`src/sv/swwe_pkg.sv`:
```
package swwe_pkg;

  localparam int PosW     = 32;
  localparam int LenW     = 31;
  localparam int StW      = 8;
  localparam int NumW     = 9;
  localparam int EnW      = 33;
  localparam int CfgIdxW  = 3;
  localparam int CfgW     = 32;
  localparam int DivSteps = 32;

  typedef enum logic [CfgIdxW-1:0] {
    REG_LOWER = 3'd0,
    REG_UPPER = 3'd1,
    REG_DIAM  = 3'd2,
    REG_RANGE = 3'd3,
    REG_DEPTH = 3'd4,
    REG_NUM   = 3'd5,
    REG_BOX   = 3'd6
  } reg_idx_t;

  typedef struct packed {
    logic signed [PosW-1:0] lower;
    logic signed [PosW-1:0] upper;
    logic [LenW-1:0]        diam;
    logic [LenW-1:0]        well_rng;
    logic [LenW-1:0]        depth;
    logic [LenW-1:0]        box;
    logic [NumW-1:0]        m_eff;
  } cfg_t;

  // word carried through the divide pipeline
  typedef struct packed {
    logic                   err;
    logic                   neg;
    logic                   s_zero;
    logic signed [PosW-1:0] z;
    logic [PosW-1:0]        mag;
    logic [PosW-1:0]        zrem;
    logic [LenW-1:0]        dw;
    logic [NumW-1:0]        drem;
    logic [LenW-1:0]        ew;
    logic [NumW-1:0]        erem;
  } div_word_t;

  typedef struct packed {
    logic                   err;
    logic signed [PosW-1:0] zw;
    logic [LenW-1:0]        d_use;
    logic [LenW-1:0]        e_use;
  } fix_word_t;

  typedef struct packed {
    logic            err;
    logic            ovl;
    logic            wu;
    logic            wl;
    logic [LenW-1:0] e_use;
  } cmp_word_t;

endpackage

```
`src/sv/swwe_ifs.sv`:
```
interface swwe_in_if import swwe_pkg::*; ();
  logic                   valid;
  logic                   ready;
  logic signed [PosW-1:0] z_position;
  logic [StW-1:0]         ensemble_state;

  modport source(output valid, z_position, ensemble_state, input ready);
  modport sink(input valid, z_position, ensemble_state, output ready);
endinterface


```
`src/sv/swwe_front.sv`:
```
module swwe_front import swwe_pkg::*; (
  input  logic      clk,
  input  logic      rst_n,
  input  cfg_t      cfg,
  swwe_in_if.sink   in_if,
  output logic      dn_valid,
  input  logic      dn_ready,
  output div_word_t dn_word
);

  logic            v_r;
  div_word_t       w_r;
  div_word_t       w_nxt;
  logic [PosW-1:0] zu;
  logic [38:0]     pd;
  logic [38:0]     pe;

  assign in_if.ready = !v_r || dn_ready;
  assign dn_valid    = v_r;
  assign dn_word     = w_r;

  always_comb begin
    zu = in_if.z_position;
    pd = 39'(cfg.diam) * 39'(in_if.ensemble_state);
    pe = 39'(cfg.depth) * 39'(in_if.ensemble_state);
    w_nxt.err    = {1'b0, in_if.ensemble_state} >= cfg.m_eff;
    w_nxt.neg    = zu[PosW-1];
    w_nxt.s_zero = in_if.ensemble_state == '0;
    w_nxt.z      = in_if.z_position;
    w_nxt.mag    = zu[PosW-1] ? (~zu + 32'd1) : zu;
    w_nxt.zrem   = '0;
    w_nxt.dw     = pd[30:0];
    w_nxt.drem   = {1'b0, pd[38:31]};
    w_nxt.ew     = pe[30:0];
    w_nxt.erem   = {1'b0, pe[38:31]};
  end

  always_ff @(posedge clk) begin
    if (!rst_n) begin
      v_r <= 1'b0;
    end else if (in_if.ready) begin
      v_r <= in_if.valid;
    end
  end

  always_ff @(posedge clk) begin
    if (in_if.ready && in_if.valid) begin
      w_r <= w_nxt;
    end
  end

endmodule

```
`src/flat_wrapper.sv`:
```
// flat-port wrapper written by rule: the top's interface ports become plain ports
module swwe_front_flat import swwe_pkg::*;
  (clk, rst_n, cfg, dn_valid, dn_ready, dn_word, in_if_valid, in_if_z_position, in_if_ensemble_state, in_if_ready);
  swwe_in_if in_if_i ();
  input  logic clk;
  input  logic rst_n;
  input  cfg_t cfg;
  output logic dn_valid;
  input  logic dn_ready;
  output div_word_t dn_word;
  input wire logic [$bits(in_if_i.valid)-1:0] in_if_valid;
  input wire logic [$bits(in_if_i.z_position)-1:0] in_if_z_position;
  input wire logic [$bits(in_if_i.ensemble_state)-1:0] in_if_ensemble_state;
  output wire logic [$bits(in_if_i.ready)-1:0] in_if_ready;
  assign in_if_i.valid = in_if_valid;
  assign in_if_i.z_position = in_if_z_position;
  assign in_if_i.ensemble_state = in_if_ensemble_state;
  assign in_if_ready = in_if_i.ready;
  swwe_front u_core (.clk(clk), .rst_n(rst_n), .cfg(cfg), .in_if(in_if_i), .dn_valid(dn_valid), .dn_ready(dn_ready), .dn_word(dn_word));
endmodule
```
`config.mk`:
```
export PLATFORM = sky130hd
export DESIGN_NAME = swwe_front_flat
export DESIGN_NICKNAME = d
export VERILOG_FILES = /design/src/sv/swwe_pkg.sv /design/src/sv/swwe_ifs.sv /design/src/sv/swwe_front.sv /design/src/flat_wrapper.sv
export SDC_FILE = /design/constraint.sdc
export NUM_CORES = 1
export LEC_CHECK = 0
export BUFFER_PORTS_ARGS = -buffer_cell sky130_fd_sc_hd__buf_2
export CAP_MARGIN = 10
export CORE_MARGIN = 2
export CORE_UTILIZATION = 58
export CTS_CLUSTER_DIAMETER = 120
export CTS_CLUSTER_SIZE = 28
export DETAILED_ROUTE_END_ITERATION = 12
export PLACE_DENSITY_LB_ADDON = 0.08
export SYNTH_ARGS = -nofsm -noshare
export SYNTH_HDL_FRONTEND = slang
export SYNTH_SLANG_ARGS = --single-unit
```
`constraint.sdc`:
```
create_clock -name clk -period 9.2 [get_ports clk]
set_input_delay 2.3 -clock clk [delete_from_list [all_inputs] [get_ports clk]]
set_output_delay 2.3 -clock clk [all_outputs]
set_load 0.1 [all_outputs]
```
==> results by group <==
Critical path
  • Reg2reg path depth: 4
  • CP startpoint kind: primary input
  • Worst path required time: about 9.4 ns
  • Worst r2r dst: u_core.dn_word[78]
  • Reg2reg start: u_core.dn_valid
  • Critical Path End Type: flip-flop
  • Worst-path fanout max: 43
  • Most Frequent Cell on Critical Path: fa_1
  • CP cell instances: buf_2 > buf_4 > and2_1 > fa_1 > fa_1 > fa_1 > inv_1 > fa_1 > inv_1 > ha_1 > a211o_1 > a21oi_1 > o21ai_0 > a21oi_1 > o21ai_0 > a221oi_1 > xnor2_1
  • CP peak stage delay: approximately 0.5 ns
  • WS Path Type: primary input to flip-flop
  • CP arrival: between 7 and 8 ns
  • R2R Setup Slk: 6.54 ns
  • Slowest cell on the critical path: buf_4
  • CP Launch Point: in_if_ensemble_state[2]

Layout
  • Area grow syn2layout: 10.3%
  • FILL cells: 2983
  • Final cell count without fillers: between 2000 and 3000
  • Net count, final: roughly 3000
  • Area of the multi-input gates: roughly 0.015 mm^2
  • Layout cell share with drive strength beyond 1: about 14%
  • Sequential cell area: ~0.0043 mm^2

Yosys
  • Area leader, netlist: fa_1
  • Mean area per synthesized cell: 9.97 um^2
  • Cells after synthesis: 2088
  • Synth unique cells: roughly 60
  • Ys Warns: 0
  • Post-synth EDFFs: 143
  • Top_reg_cell synth: edfxtp_1
  • Synthesized cell area: between 0.02 and 0.025 mm^2
  • Seq cells post-synth: about 140
  • Top-area cell type share of the netlist area: 33.5%
  • Most frequent cell after synthesis: and2_1
  • Top post-synthesis cells by area: fa_1, edfxtp_1, and2_1, ha_1, inv_1
  • Synth cell count leaders: and2_1, fa_1, inv_1
  • Async S/R FF share, synth: 0%
  • Sequential cell area fraction in the yosys report: around a fifth

Placement
  • GP Congestion: 0.854
  • Placed Cells: 2743
  • Port-buffer cells: approximately 260
  • Post-DP HPWL: roughly 37000 um

STA
  • Skew final: between 0.008 and 0.009 ns
  • Worst rel slew slack: 45.0%
  • Final hold viol count: 0
  • FMAX: around 0.13 GHz
  • Post-route setup TNS: 0 ns
  • Final min period: 7.63 ns
  • RSZ-0062 raised after global routing: no
  • Least-Margin Pin Slew: roughly 0.83 ns
  • Slew Limit Fails: 0
  • Final worst path period share: between 80% and 90%
  • Final count of negative-setup-slack endpoints: 0

Floorplanning
  • CORE AREA: roughly 0.035 mm^2
  • Die Ht: approximately 190 um
  • Die W: roughly 190 um
  • Ports: around 420
  • Num rows: 69
  • Initial core utilization: between 50% and 60%
  • Die ar.: roughly 0.037 mm^2

Drt
  • DR vias/cell: about 5.5
  • Starting DRT DRC Count: about 700
  • WL/cell: roughly 17 um
  • Post-Route WL: roughly 48000 um
  • Detailed Routing Iterations Pass 1: 6
  • Post-route ant nets: 0
  • Via count: roughly 15000
  • Remaining DRCs: 0

Global routing
  • First-pass GRT wire length: 80300 um
  • Initial antenna violation count: 7
  • Vias in the first global route: 16300
  • Overall Global Routing Usage: between 20% and 30%
  • Largest net degree at the start of global routing: 66
  • Total grt overflow: 0

Clock tree
  • Post-CTS Setup Inserts: 0
  • Hold_buf cts: 0
  • CTS Buf Count: 17
  • Clock Sinks: ~140
  • TritonCTS clock tree: yes
  • Clk root buf: clkbuf_16
  • Clock Latency Late Sink: around 0.44 ns
  • # H-tree levels: 4
  • Clk slew on worst S/H paths: roughly 0.070 ns
  • CTS max path bufs: 2
  • Post-cts sizing count: 0

Worst hold path
  • Hold Path Origin: u_core.dn_valid
  • Hold WC Path Type: flip-flop to flip-flop
  • WHS Path Cells: 2
  • Min-Delay Endpoint: u_core.dn_valid

Power
  • P_int: around 3.3 mW
  • Sw Share: about 56%
  • Clock Power Share: under 10%
  • Sequential share of power: 15.4%
  • Combinational share of power: between 70% and 80%
  • Max VDD drop: around 0.00037 V
  • Pwr dens: 330 mW/mm^2
  • Sw Pwr: about 4.2 mW
  • Leakage power: 11.0 nW

Status
  • Status: finished, final reports clean

Job
  • MaxCap Viol Count: 0
[power by group through the flow]
stage	Clock, mW	Combinational [mW]	Sequential (mW)
global placement	0	5.61	1.18
floorplan	0	3.29	2.49
finish	0.672	5.74	1.17
global route	0.710	6.31	1.18
detailed placement	0	5.69	1.18
CTS	0.685	5.73	1.17
[cell type report]
type | instances | area share [%]
antenna | 6 | 0.0654
clock buffer | 18 | 1.87
clock inverter | 14 | 0.539
inverter | 333 | 5.44
multi-input combinational | 1527 | 64.5
sequential | 144 | 18.8
tap | 461 | 2.51
timing repair buffer | 278 | 6.30
[through the flow]
step	total power, mW	setup WS (ns)	area, um^2	util, %	hold slack [ns]
finish	7.57	1.57	23000	64.7	0.567
global route	8.20	1.30	23000	64.7	0.621
CTS	7.59	1.65	22900	64.7	0.579
detailed placement	6.87	1.23	22400	63.1	0.565
global placement	6.78	1.29	22400	63.1	0.539
floorplan	5.78	1.85	20900	-	1.78
[how the worst max path moves through the flow]
stage	slack, ns	cells after the start	end
after floorplan	1.85	19	u_core.dn_word[3]
after global placement	1.29	17	u_core.dn_word[45]
after detailed placement	1.23	18	u_core.dn_word[41]
after CTS	1.65	17	u_core.dn_word[45]
after global routing	1.30	18	u_core.dn_word[41]
final	1.57	17	u_core.dn_word[45]
[flip-flops by register name (all words and copies together), names as in the netlist]
| register | cells |
|---|---|
| u_core.dn_word | 143 |
| u_core.dn_valid | 1 |
[worst max-delay path: cells and delay by family]
family / cells / cell delay, ns
xor gates and xnor gates: 1 / 0.12
buffers and inverters: 4 / 0.95
adders and majority gates: 5 / 2.27
AOI/OAI and AO/OA: 6 / 1.92
and+or+nand+nor: 1 / 0.25
[placed cells by master (no fill, tap or decap), types with 5 or more instances in the layout]
cell,synthesis,layout
o31ai_1,9,9
nor2b_1,5,5
buf_2,0,261
nand4_1,7,7
and2_1,387,386
buf_4,36,16
nand2_1,174,174
a31oi_1,9,9
o21ai_0,50,50
a211oi_1,10,10
a21o_1,31,31
edfxtp_1,143,143
clkbuf_16,0,17
inv_1,333,333
xnor2_1,71,71
diode_2,0,6
nand2b_1,7,7
or4_1,6,6
nor3_1,8,8
o211ai_1,9,9
xor2_1,22,22
inv_8,0,5
a21boi_0,8,8
o21bai_1,11,11
o21a_1,12,12
and3_1,5,5
fa_1,348,348
o41ai_1,6,6
a21oi_1,71,71
nor2_1,33,33
nand3_1,25,25
conb_1,1,34
ha_1,127,127
[logic make-up after synthesis]
family                     after synthesis  synth area share [%]
xor gates and xnor gates                93                  3.91
other                                    1                0.0180
DFF                                    144                  20.7
buffers and inverters                  450                  8.76
adders and majority gates              475                  41.1
and+or+nand+nor                        675                  17.8
AOI/OAI and AO/OA                      250                  7.70
[metal layers]
layer  wire [um]  global-route usage (%)  vias up
li1            -                       -     6955
met1       19400                    33.5     7739
met2       24800                    47.2      426
met3        2480                    4.10       75
met4         929                    8.03        6
met5          25                       0        -
Note: power is estimated with default switching activity, not from simulation.
