===== src/sv/swwe_pkg.sv =====
package swwe_pkg;

  localparam int PosW     = 32;
  localparam int LenW     = 31;
  localparam int StW      = 8;
  localparam int NumW     = 9;
  localparam int EnW      = 33;
  localparam int CfgIdxW  = 3;
  localparam int CfgW     = 32;
  localparam int DivSteps = 32;

  typedef enum logic [CfgIdxW-1:0] {
    REG_LOWER = 3'd0,
    REG_UPPER = 3'd1,
    REG_DIAM  = 3'd2,
    REG_RANGE = 3'd3,
    REG_DEPTH = 3'd4,
    REG_NUM   = 3'd5,
    REG_BOX   = 3'd6
  } reg_idx_t;

  typedef struct packed {
    logic signed [PosW-1:0] lower;
    logic signed [PosW-1:0] upper;
    logic [LenW-1:0]        diam;
    logic [LenW-1:0]        well_rng;
    logic [LenW-1:0]        depth;
    logic [LenW-1:0]        box;
    logic [NumW-1:0]        m_eff;
  } cfg_t;

  // word carried through the divide pipeline
  typedef struct packed {
    logic                   err;
    logic                   neg;
    logic                   s_zero;
    logic signed [PosW-1:0] z;
    logic [PosW-1:0]        mag;
    logic [PosW-1:0]        zrem;
    logic [LenW-1:0]        dw;
    logic [NumW-1:0]        drem;
    logic [LenW-1:0]        ew;
    logic [NumW-1:0]        erem;
  } div_word_t;

  typedef struct packed {
    logic                   err;
    logic signed [PosW-1:0] zw;
    logic [LenW-1:0]        d_use;
    logic [LenW-1:0]        e_use;
  } fix_word_t;

  typedef struct packed {
    logic            err;
    logic            ovl;
    logic            wu;
    logic            wl;
    logic [LenW-1:0] e_use;
  } cmp_word_t;

endpackage


===== src/sv/swwe_ifs.sv =====


interface swwe_out_if import swwe_pkg::*; ();
  logic                  valid;
  logic                  ready;
  logic signed [EnW-1:0] energy;
  logic                  infinite;
  logic                  is_inside;
  logic                  status;

  modport source(output valid, energy, infinite, is_inside, status, input ready);
  modport sink(input valid, energy, infinite, is_inside, status, output ready);
endinterface


===== src/sv/swwe_back.sv =====
module swwe_back import swwe_pkg::*; (
  input  logic      clk,
  input  logic      rst_n,
  input  cfg_t      cfg,
  input  logic      up_valid,
  output logic      up_ready,
  input  div_word_t up_word,
  swwe_out_if.source out_if
);

  logic      fv_r;
  fix_word_t f_r;
  fix_word_t f_nxt;
  logic      cv_r;
  cmp_word_t c_r;
  cmp_word_t c_nxt;
  logic      ov_r;
  logic signed [EnW-1:0] energy_r;
  logic signed [EnW-1:0] energy_nxt;
  logic      inf_r;
  logic      ins_r;
  logic      st_r;
  logic      f_rdy;
  logic      c_rdy;
  logic      o_rdy;

  logic signed [35:0] z2;
  logic signed [35:0] up2;
  logic signed [35:0] lo2;
  logic signed [33:0] zx;
  logic signed [33:0] upr;
  logic signed [33:0] lor;
  logic [EnW-1:0]     e1;
  logic [EnW-1:0]     esum;

  assign o_rdy    = !ov_r || out_if.ready;
  assign c_rdy    = !cv_r || o_rdy;
  assign f_rdy    = !fv_r || c_rdy;
  assign up_ready = f_rdy;

  // periodic wrap fixup and scale select
  always_comb begin
    f_nxt.err = up_word.err;
    if (cfg.box == '0) begin
      f_nxt.zw = up_word.z;
    end else if (up_word.neg && (up_word.zrem != '0)) begin
      f_nxt.zw = $signed({1'b0, cfg.box} - up_word.zrem);
    end else begin
      f_nxt.zw = $signed(up_word.zrem);
    end
    f_nxt.d_use = up_word.s_zero ? cfg.diam  : up_word.dw;
    f_nxt.e_use = up_word.s_zero ? cfg.depth : up_word.ew;
  end

  // wall compares: overlap on doubled positions, well range on plain positions
  always_comb begin
    z2  = $signed({{3{f_r.zw[PosW-1]}}, f_r.zw, 1'b0});
    up2 = $signed({{3{cfg.upper[PosW-1]}}, cfg.upper, 1'b0} - {5'd0, f_r.d_use});
    lo2 = $signed({{3{cfg.lower[PosW-1]}}, cfg.lower, 1'b0} + {5'd0, f_r.d_use});
    zx  = $signed({{2{f_r.zw[PosW-1]}}, f_r.zw});
    upr = $signed({{2{cfg.upper[PosW-1]}}, cfg.upper} - {3'd0, cfg.well_rng});
    lor = $signed({{2{cfg.lower[PosW-1]}}, cfg.lower} + {3'd0, cfg.well_rng});
    c_nxt.err   = f_r.err;
    c_nxt.ovl   = (z2 >= up2) || (z2 <= lo2);
    c_nxt.wu    = zx > upr;
    c_nxt.wl    = zx < lor;
    c_nxt.e_use = f_r.e_use;
  end

  always_comb begin
    e1         = {2'b00, c_r.e_use};
    esum       = (c_r.wu ? e1 : '0) + (c_r.wl ? e1 : '0);
    energy_nxt = $signed(33'd0 - esum);
  end

  always_ff @(posedge clk) begin
    if (!rst_n) begin
      fv_r <= 1'b0;
      cv_r <= 1'b0;
      ov_r <= 1'b0;
    end else begin
      if (f_rdy) begin
        fv_r <= up_valid;
      end
      if (c_rdy) begin
        cv_r <= fv_r;
      end
      if (o_rdy) begin
        ov_r <= cv_r;
      end
    end
  end

  always_ff @(posedge clk) begin
    if (f_rdy && up_valid) begin
      f_r <= f_nxt;
    end
    if (c_rdy && fv_r) begin
      c_r <= c_nxt;
    end
    if (o_rdy && cv_r) begin
      if (c_r.err) begin
        energy_r <= '0;
        inf_r    <= 1'b0;
        ins_r    <= 1'b0;
        st_r     <= 1'b1;
      end else if (c_r.ovl) begin
        energy_r <= '0;
        inf_r    <= 1'b1;
        ins_r    <= 1'b0;
        st_r     <= 1'b0;
      end else begin
        energy_r <= energy_nxt;
        inf_r    <= 1'b0;
        ins_r    <= 1'b1;
        st_r     <= 1'b0;
      end
    end
  end

  assign out_if.valid     = ov_r;
  assign out_if.energy    = energy_r;
  assign out_if.infinite  = inf_r;
  assign out_if.is_inside = ins_r;
  assign out_if.status    = st_r;

endmodule


===== src/flat_wrapper.sv =====
// flat-port wrapper written by rule: the top's interface ports become plain ports
module swwe_back_flat import swwe_pkg::*;
  (clk, rst_n, cfg, up_valid, up_ready, up_word, out_if_valid, out_if_energy, out_if_infinite, out_if_is_inside, out_if_status, out_if_ready);
  swwe_out_if out_if_i ();
  input  logic clk;
  input  logic rst_n;
  input  cfg_t cfg;
  input  logic up_valid;
  output logic up_ready;
  input  div_word_t up_word;
  output wire logic [$bits(out_if_i.valid)-1:0] out_if_valid;
  output wire logic [$bits(out_if_i.energy)-1:0] out_if_energy;
  output wire logic [$bits(out_if_i.infinite)-1:0] out_if_infinite;
  output wire logic [$bits(out_if_i.is_inside)-1:0] out_if_is_inside;
  output wire logic [$bits(out_if_i.status)-1:0] out_if_status;
  input wire logic [$bits(out_if_i.ready)-1:0] out_if_ready;
  assign out_if_valid = out_if_i.valid;
  assign out_if_energy = out_if_i.energy;
  assign out_if_infinite = out_if_i.infinite;
  assign out_if_is_inside = out_if_i.is_inside;
  assign out_if_status = out_if_i.status;
  assign out_if_i.ready = out_if_ready;
  swwe_back u_core (.clk(clk), .rst_n(rst_n), .cfg(cfg), .up_valid(up_valid), .up_ready(up_ready), .up_word(up_word), .out_if(out_if_i));
endmodule

===== config.mk =====
export PLATFORM = sky130hd
export DESIGN_NAME = swwe_back_flat
export DESIGN_NICKNAME = d
export VERILOG_FILES = /design/src/sv/swwe_pkg.sv /design/src/sv/swwe_ifs.sv /design/src/sv/swwe_back.sv /design/src/flat_wrapper.sv
export SDC_FILE = /design/constraint.sdc
export NUM_CORES = 1
export LEC_CHECK = 0
export BUFFER_PORTS_ARGS = -buffer_cell sky130_fd_sc_hd__buf_4
export CAP_MARGIN = 10
export CORE_MARGIN = 3
export CORE_UTILIZATION = 57
export CTS_CLUSTER_DIAMETER = 150
export CTS_CLUSTER_SIZE = 30
export DETAILED_ROUTE_END_ITERATION = 6
export HOLD_SLACK_MARGIN = 0.12
export PLACE_DENSITY = 0.84
export SYNTH_ARGS = -nofsm -noshare
export SYNTH_HDL_FRONTEND = slang
export SYNTH_SLANG_ARGS = --single-unit

===== constraint.sdc =====
create_clock -name clk -period 9.3 [get_ports clk]
set_clock_uncertainty 0.2 [all_clocks]
set_input_delay 1.86 -clock clk [delete_from_list [all_inputs] [get_ports clk]]
set_output_delay 1.86 -clock clk [all_outputs]
set_load 0.02 [all_outputs]

==> impl_metrics.toml <==
[clocking]
clock-sinks = 169
clk_pin_slew_worst_paths_ps = 70
cts_resized = 0
cts-buffers-inserted = 17
post_cts.repair.setup_buffers = 0
cts_tree = "built"
root_buffer = "clkbuf_16"
clock_latency_ps = 460
cts-htree-levels = 4
cts.path.max_buffers = 2
hold_buffers = 0

[global_route]
grt_use_total_pct = 32.6
grt_pass1_wl_um = 94500
grt_max_degree = 63
grt-ovfl-total = 0
first_global_vias = 18667
antenna_found_initial = 0

[layout]
multi_input_area_um2 = 14100
fillers = 2673
final_util_pct = 69.5
fin_nets = 3322
syn_to_final_growth_pct = 18.7
regArea_um2 = 5040
n_antenna_cell = 0
final_cells = 3052
drive_above_1_share_pct = 18.9

[yosys]
yosys-top-cells-count = "344 x ha_1, 209 x a21oi_1, 173 x nand2_1"
synth_area_leaders = "edfxtp_1 25%, ha_1 22%, a21oi_1 5.3%, a21o_1 5.3%, mux2_2 3.6%"
ys_ff_latch = 169
yosysMostFrequentCell = "ha_1"
yosysWarningCount = 0
ys_seq_area_share_pct = 25.4
avgSynthCellArea_um2 = 8.78
synth_ff_type = "edfxtp_1"
synth_top_area_share_pct = 25.1
netlist_instances = 2261
yosys.area.top_type = "edfxtp_1"
syn_nets = 2991
synth_cell_type_count = 85
async_reset_ff_share_pct = 0
synth_edf_count = 166
synth.cell_area_um2 = 19900

[placement]
io_buffer_count = 358
dp_cells = 3021
dpl.hpwl_um = 51600
place.gp.congestion = 0.973

[timing]
relSlewSlack_pct = 19.4
maxSlewViolCount = 0
period_share_pct = 67.5
tightest_slew_ps = 1210
fmax_ghz = 0.159
setup_viol = 0
tns_ps = 0
hold-worst-slack_ps = 220
rsz0062_at_grt = "no"
period_needed_ps = 6280
hold_viol_final = 0

[setup_path]
crit_chain = "buf_4 > ha_1 > inv_1 > fa_1 > nor2b_1 > o21a_1 > o21ai_1 > a211oi_1 > o21ai_1 > a32oi_1 > a311o_1 > xnor2_1 > ha_1 > nand4_1 > nor2_1 > a211oi_1 > o21ai_0 > a21oi_1 > xor2_1 > nand4_1"
critPathSlowestCell = "a32oi_1"
max_stage_delay_ps = 520
crit_path_end_kind = "flip-flop"
path_max_fanout = 4
path_class = "primary input to flip-flop"
start_kind = "primary input"
crit_arrival_ps = 6250
required_ps = 9270

[detailed_routing]
drtAntennaViolNets = 0
vias = 18826
drtIter0Drc = 1184
drc = 0
dr.pass1.iters = 5
viasPerCell = 6.17
wl_um = 61900
wire_per_inst_um = 20.3

[power_and_ir_drop]
p_comb_share_pct = 49.5
seqPwrFrac_pct = 29.0
power_switching_share_pct = 39.5
powerDensity_nw_per_um2 = 145
p_switching_uw = 1350
clkPwrFrac_pct = 21.5
intPower_uw = 2070
p_leak_uw = 0.0111
ir_drop_v = 0.0000956

[floorplanning]
die_h_um = 193
num_rows = 67
core-area_um2 = 34000
start_util_pct = 58.5
die_x_um = 193
io_pins = 418
dieArea_um2 = 37100

[job]
cap_violations = 0

[run_status]
outcome = "finished, final reports clean"

[hold_path]
hold_class = "flip-flop to flip-flop"
logic make-up (layout without fill, tap and decap cells):
group | count (synthesis) | in the layout | share of synthesized area [%]
AO/OA/AOI/OAI | 681 | 681 | 22.2
XOR/XNOR | 149 | 149 | 6.57
AND/OR/NAND/NOR | 633 | 633 | 15.7
adder cells (fa/ha/maj) | 350 | 350 | 22.3
buffers and inverters | 211 | 554 | 4.01
flip-flops | 169 | 169 | 25.4
multiplexers | 68 | 68 | 3.83
per-stage QoR:
step | instance area, µm² | power (µW) | setup WS [ps]
after floorplan | 19900 | 2170 | 1770
after global placement | 23000 | 2600 | 2620
after detailed placement | 23000 | 2660 | 2640
after CTS | 23600 | 3400 | 3100
after global routing | 23600 | 3650 | 2770
final | 23600 | 3420 | 3020
sequential cells by signal, summed over array words and instances, names as in the netlist:
| register | cells |
|---|---|
| u_core.out_if.valid | 1 |
| u_core.fv_r | 1 |
| u_core.out_if.is_inside | 1 |
| u_core.out_if.energy | 33 |
| u_core.cv_r | 1 |
| u_core.out_if.status | 1 |
| u_core.c_nxt | 32 |
| u_core.out_if.infinite | 1 |
| u_core.f_r | 63 |
| u_core.c_r | 35 |
placed cells by master, fill, tap and decap left out, types with 7 or more instances in the layout:
| cell | n |
|---|---|
| ha_1 | 344 |
| and3_1 | 16 |
| o21a_1 | 25 |
| o31ai_1 | 7 |
| mux2_2 | 64 |
| a311oi_1 | 7 |
| or2_2 | 9 |
| nand4_1 | 49 |
| a21o_1 | 139 |
| o21ai_1 | 38 |
| clkbuf_16 | 17 |
| o21ai_0 | 88 |
| a21oi_1 | 209 |
| buf_4 | 364 |
| a221oi_1 | 8 |
| and2_1 | 15 |
| nor3_1 | 48 |
| nand2_1 | 173 |
| and4_1 | 7 |
| o211ai_1 | 10 |
| nor2_1 | 144 |
| nand3_1 | 41 |
| xor2_1 | 68 |
| a31oi_1 | 24 |
| or3_1 | 16 |
| xnor2_1 | 81 |
| o21bai_1 | 26 |
| nor4_1 | 24 |
| edfxtp_1 | 166 |
| a211oi_1 | 20 |
| inv_1 | 159 |
| nand2b_1 | 33 |
| nor2b_1 | 29 |
final cells by class:
| cell class | count | area share [%] |
|---|---|---|
| Multi-Input combinational cell | 1881 | 59.6 |
| Sequential cell | 169 | 21.4 |
| Timing Repair Buffer | 364 | 11.6 |
| Inverter | 159 | 2.53 |
| Tap cell | 448 | 2.38 |
| Clock buffer | 17 | 1.80 |
| Clock inverter | 14 | 0.695 |
power by group through the flow:
stage / combinational, µW / sequential [µW] / clock [µW]
6_report: 1690 / 992 / 735
3_5_place_dp: 1660 / 1000 / 0
4_1_cts: 1680 / 989 / 737
2_1_floorplan: 1190 / 980 / 0
3_3_place_gp: 1600 / 1000 / 0
5_1_grt: 1890 / 997 / 770
critical path, delay by kind of cell:
kind | cells | cell delay (ps)
compound gates | 9 | 2370
fa+ha+maj | 3 | 860
simple gates | 4 | 580
xor+xnor | 2 | 430
buf+inv | 2 | 160
path summary, 6_finish.rpt:
kind                                   from                  endpoint  slack (ps)  depth (start not counted)
setup reg to reg   u_core.f_r[32]$_DFFE_PP_  u_core.c_r[33]$_DFFE_PP_        4020                         19
hold reg to reg   u_core.c_nxt[4]$_DFFE_PP_   u_core.c_r[4]$_DFFE_PP_         220                          0
hold / removal    u_core.c_nxt[4]$_DFFE_PP_   u_core.c_r[4]$_DFFE_PP_         220                          0
setup / recovery                   cfg[165]  u_core.c_r[33]$_DFFE_PP_        3020                         20
layer usage:
metal | vias to the layer above | wire (µm) | track usage (%)
li1 | 9102 | - | -
met1 | 8753 | 24400 | 39.5
met2 | 842 | 30200 | 58.0
met3 | 129 | 5000 | 4.70
met4 | 0 | 2330 | 13.0
met5 | - | 0 | 0
No activity file was read; power rests on OpenSTA's default activity.
